<file path="config.mk">
export PLATFORM = sky130hd
export DESIGN_NAME = cau_div_cell
export DESIGN_NICKNAME = d
export VERILOG_FILES = /design/src/sv/cau_div_cell.sv
export SDC_FILE = /design/constraint.sdc
export NUM_CORES = 1
export LEC_CHECK = 0
export ABC_AREA = 0
export BUFFER_PORTS_ARGS = -buffer_cell sky130_fd_sc_hd__clkbuf_2
export CAP_MARGIN = 20
export CORE_AREA = 5 5 185 187
export CTS_CLUSTER_SIZE = 16
export DETAILED_ROUTE_END_ITERATION = 6
export DIE_AREA = 0 0 190 192
export PLACE_DENSITY = 0.76
export SLEW_MARGIN = 30
export SYNTH_ARGS = -nofsm -noshare
export SYNTH_HDL_FRONTEND = slang
export SYNTH_SLANG_ARGS = --single-unit
export TNS_END_PERCENT = 1
</file>
<file path="constraint.sdc">
create_clock -name clk -period 17.5 [get_ports clk]
set_input_delay 2.625 -clock clk [delete_from_list [all_inputs] [get_ports clk]]
set_output_delay 2.625 -clock clk [all_outputs]
set_load 0.05 [all_outputs]
</file>
<file path="src/sv/cau_div_cell.sv">
module cau_div_cell #(
    parameter int RW = 50,
    parameter int DW = 33,
    parameter int QB = 17,
    parameter int K  = 0,
    parameter int SW = 73
) (
    input  logic          clk,
    input  logic          rst_n,
    input  logic          in_valid,
    output logic          in_ready,
    input  logic [RW-1:0] in_rem_re,
    input  logic [RW-1:0] in_rem_im,
    input  logic [QB-1:0] in_q_re,
    input  logic [QB-1:0] in_q_im,
    input  logic [DW-1:0] in_den,
    input  logic [SW-1:0] in_side,
    output logic          out_valid,
    input  logic          out_ready,
    output logic [RW-1:0] out_rem_re,
    output logic [RW-1:0] out_rem_im,
    output logic [QB-1:0] out_q_re,
    output logic [QB-1:0] out_q_im,
    output logic [DW-1:0] out_den,
    output logic [SW-1:0] out_side
);

    logic          valid_reg;
    logic [RW-1:0] rem_re_reg, rem_im_reg, rem_re_next, rem_im_next, trial;
    logic [QB-1:0] q_re_reg, q_im_reg;
    logic [DW-1:0] den_reg;
    logic [SW-1:0] side_reg;
    logic          ge_re, ge_im;

    assign in_ready = !valid_reg || out_ready;

    always_comb
    begin
        trial       = {{(RW-DW){1'b0}}, in_den} << K;
        ge_re       = in_rem_re >= trial;
        ge_im       = in_rem_im >= trial;
        rem_re_next = ge_re ? in_rem_re - trial : in_rem_re;
        rem_im_next = ge_im ? in_rem_im - trial : in_rem_im;
    end

    always_ff @(posedge clk or negedge rst_n)
    begin
        if (!rst_n)
            valid_reg <= 1'b0;
        else if (in_ready)
            valid_reg <= in_valid;
    end

    always_ff @(posedge clk)
    begin
        if (in_ready && in_valid)
        begin
            rem_re_reg <= rem_re_next;
            rem_im_reg <= rem_im_next;
            q_re_reg   <= {in_q_re[QB-2:0], ge_re};
            q_im_reg   <= {in_q_im[QB-2:0], ge_im};
            den_reg    <= in_den;
            side_reg   <= in_side;
        end
    end

    assign out_valid  = valid_reg;
    assign out_rem_re = rem_re_reg;
    assign out_rem_im = rem_im_reg;
    assign out_q_re   = q_re_reg;
    assign out_q_im   = q_im_reg;
    assign out_den    = den_reg;
    assign out_side   = side_reg;

endmodule

</file>
==> results by group <==
Synthesis
  • Post-synth top area share: 56.3%
  • Average size of a mapped cell: 11.4 um^2
  • Post-synth top cells: edfxtp_1, nand2_1, o21ai_0
  • Post-synthesis register bit count: 241
  • Ranking of synthesized cells by area: edfxtp_1, ha_1, o21ai_0
  • Post-synth ARST share: 0.415%
  • Synth Flop Type: edfxtp_1
  • Leading cell type by number of instances after synthesis: edfxtp_1
  • YS warnings: 0
  • Cell taking the most area after synthesis: edfxtp_1
  • Post-Syn Nets: 1434
  • Cell variety after synth: 75
  • Post-synth EDFFs: 240
  • Seq/Total Area, Yosys: 56.5%
  • Mapped Area: 12800 um^2
  • Cells after synthesis: 1122

Worst setup path
  • Maximum fanout along the worst path: 48
  • Critical path capture point type: flip-flop
  • Crit start category: primary input
  • Req. time, crit path: 17.79 ns
  • Worst EP arrival: 6.51 ns
  • Worst R2R Path Depth: 4
  • Crit Path Class: primary input to flip-flop

Global routing
  • Overflow after GRT: 0
  • Total GRT Usage: 22.7%
  • Vias in the first global route: 10500
  • First-pass GRT wire length: 63200 um
  • Initial antenna violation count: 6
  • Largest net degree at the start of global routing: 84

Clock tree
  • Post-CTS setup buffers: 0
  • CTS clk-pin slew, worst paths: 0.06 ns
  • Clock sinks: 241
  • Resized cells post-CTS: 0
  • Clk buf depth: 3
  • CTS root buf: clkbuf_16
  • CTS buffer count: 27
  • CTS tree: done
  • Clk_lat worst skew: 0.55 ns
  • CTS H-tree depth: 1
  • Post-cts hold buffer count: 0

Final layout
  • Final nets: 1909
  • Layout Area Growth over Synthesis: 28.5%
  • Post-route insts no fill: 2060
  • Layout cells sized above 1: 34.0%

Placement
  • Placed cell count: 2010
  • # port buffers: 483
  • Dpl hpwl: 36100 um
  • RD Place Congestion: 0.920

Flow run
  • # Max-Cap Violations: 0

Die
  • Initial core utilization: 39.6%
  • Die Ht: 192 um
  • IO Pins: 486
  • Chip width: 190 um
  • Rows: 66
  • Placeable Area: 32300 um^2
  • Die area: 36500 um^2

Timing
  • Clock Skew: 0.0113 ns
  • Slew Limit Fails: 0
  • Worst-Margin Slew: 0.932 ns
  • Final setup fails: 0
  • Final worst path period share: 35.5%
  • Final TNS setup: 0 ns
  • Slew HR: 37.9%
  • RSZ-0062 raised after global routing: false
  • Max Fclk: 161 MHz
  • Tmin final: 6.22 ns
  • Hold Fails Final Rpt: 0

Routing
  • Vias: 10800
  • WL final: 44300 um
  • 1st-iter DRT viols: 759
  • Antenna viol nets, final: 0
  • Drt via density: 5.27
  • Post-DR wirelength/cell: 21.5 um
  • First-pass iteration count of the detailed router: 5
  • Drc violations: 0

Worst hold path
  • Worst hold path type: flip-flop to flip-flop
  • WHS Path Cells: 2

Power
  • Leak pwr: 6.98 nW
  • Max IR drop VDD: 0.0000700 V
  • Pwr Density: 102 nW/um^2

Run status
  • Run status: finished clean
[final timing paths]
| path | slack (ns) | endpoint | start |
|---|---|---|---|
| max | 11.28 | out_rem_re[33] | in_den[0] |
| min | 0.57 | out_valid | out_valid |
| min reg2reg | 0.57 | out_valid | out_valid |
| max in group asynchronous | 15.57 | out_valid | rst_n |
| min in group asynchronous | 1.85 | out_valid | rst_n |
| max reg2reg | 14.56 | out_rem_re[3] | out_valid |
[power breakdown]
part,internal [mW],total [mW],switching (mW)
combinational,0.118,0.424,0.306
sequential,0.692,0.703,0.0110
clock,0.313,0.548,0.235
total,1.12,1.68,0.551
[layer usage]
metal	routed length (um)	track usage, %
met3	3620	6.27
met1	15700	24.5
met4	1880	8.96
met5	41	0
met2	23000	42.2
[registers in the layout, summed over array words and instances, names as in the netlist]
| name | count |
|---|---|
| out_den | 33 |
| out_q_im | 17 |
| out_q_re | 17 |
| out_rem_im | 50 |
| out_rem_re | 50 |
| out_side | 73 |
| out_valid | 1 |
[final cells by class]
type | count | area (um^2)
diodes | 3 | 7.51
clock buffers | 31 | 691
clock inverters | 16 | 151
fillers | 2882 | 15800
inverters | 58 | 218
multi-input cells | 782 | 5140
flip-flops and latches | 241 | 7230
well taps | 442 | 553
repair buffers | 487 | 2450
[cells by family (layout without fill, tap and decap cells)]
family	count (synthesis)	count (layout)	share of synthesized area [%]
adders and majority gates	68	68	6.77
buffers and inverters	99	592	3.35
DFF	241	241	56.5
and+or+nand+nor	341	341	13.3
AOI/OAI and AO/OA	274	274	13.2
muxes	5	5	0.450
xor gates and xnor gates	94	94	6.43
other	0	3	0
[critical path, cell delays in order]
cell and delay [ns]:
clkbuf_2 0.15, ha_1 0.19, inv_1 0.06, fa_1 0.41, a21oi_1 0.21, o2bb2ai_1 0.15
o22ai_1 0.43, o221ai_2 0.21, nor2_2 0.22, o31a_1 0.18, nor2b_4 0.47, buf_4 0.49
inv_1 0.31, and3_1 0.25, xor2_1 0.15
[cell usage in the layout, fill, tap and decap left out, types with 13 or more instances in the layout]
cell type / count
inv_1: 57
nor3_1: 32
nand2_1: 122
xnor2_1: 43
o21ai_0: 92
nand2b_1: 14
clkbuf_16: 27
a21oi_1: 77
a21o_1: 22
nand3_1: 20
nor2b_1: 13
nand4_1: 24
xor2_1: 51
ha_1: 66
edfxtp_1: 240
clkbuf_2: 483
nor2_1: 57
[stage by stage]
step / worst slack, ns / utilization (%) / hold slack [ns] / instance area, um^2 / power (mW)
2_1_floorplan: 8.26 / - / 1.18 / 12800 / 1.02
3_3_place_gp: 10.80 / 48.3 / 0.530 / 15600 / 1.13
3_5_place_dp: 10.70 / 48.3 / 0.564 / 15600 / 1.14
4_1_cts: 11.29 / 50.9 / 0.579 / 16400 / 1.69
5_1_grt: 11.02 / 50.9 / 0.615 / 16400 / 1.75
6_report: 11.28 / 50.9 / 0.574 / 16400 / 1.68
No activity file was read; power rests on OpenSTA's default activity.
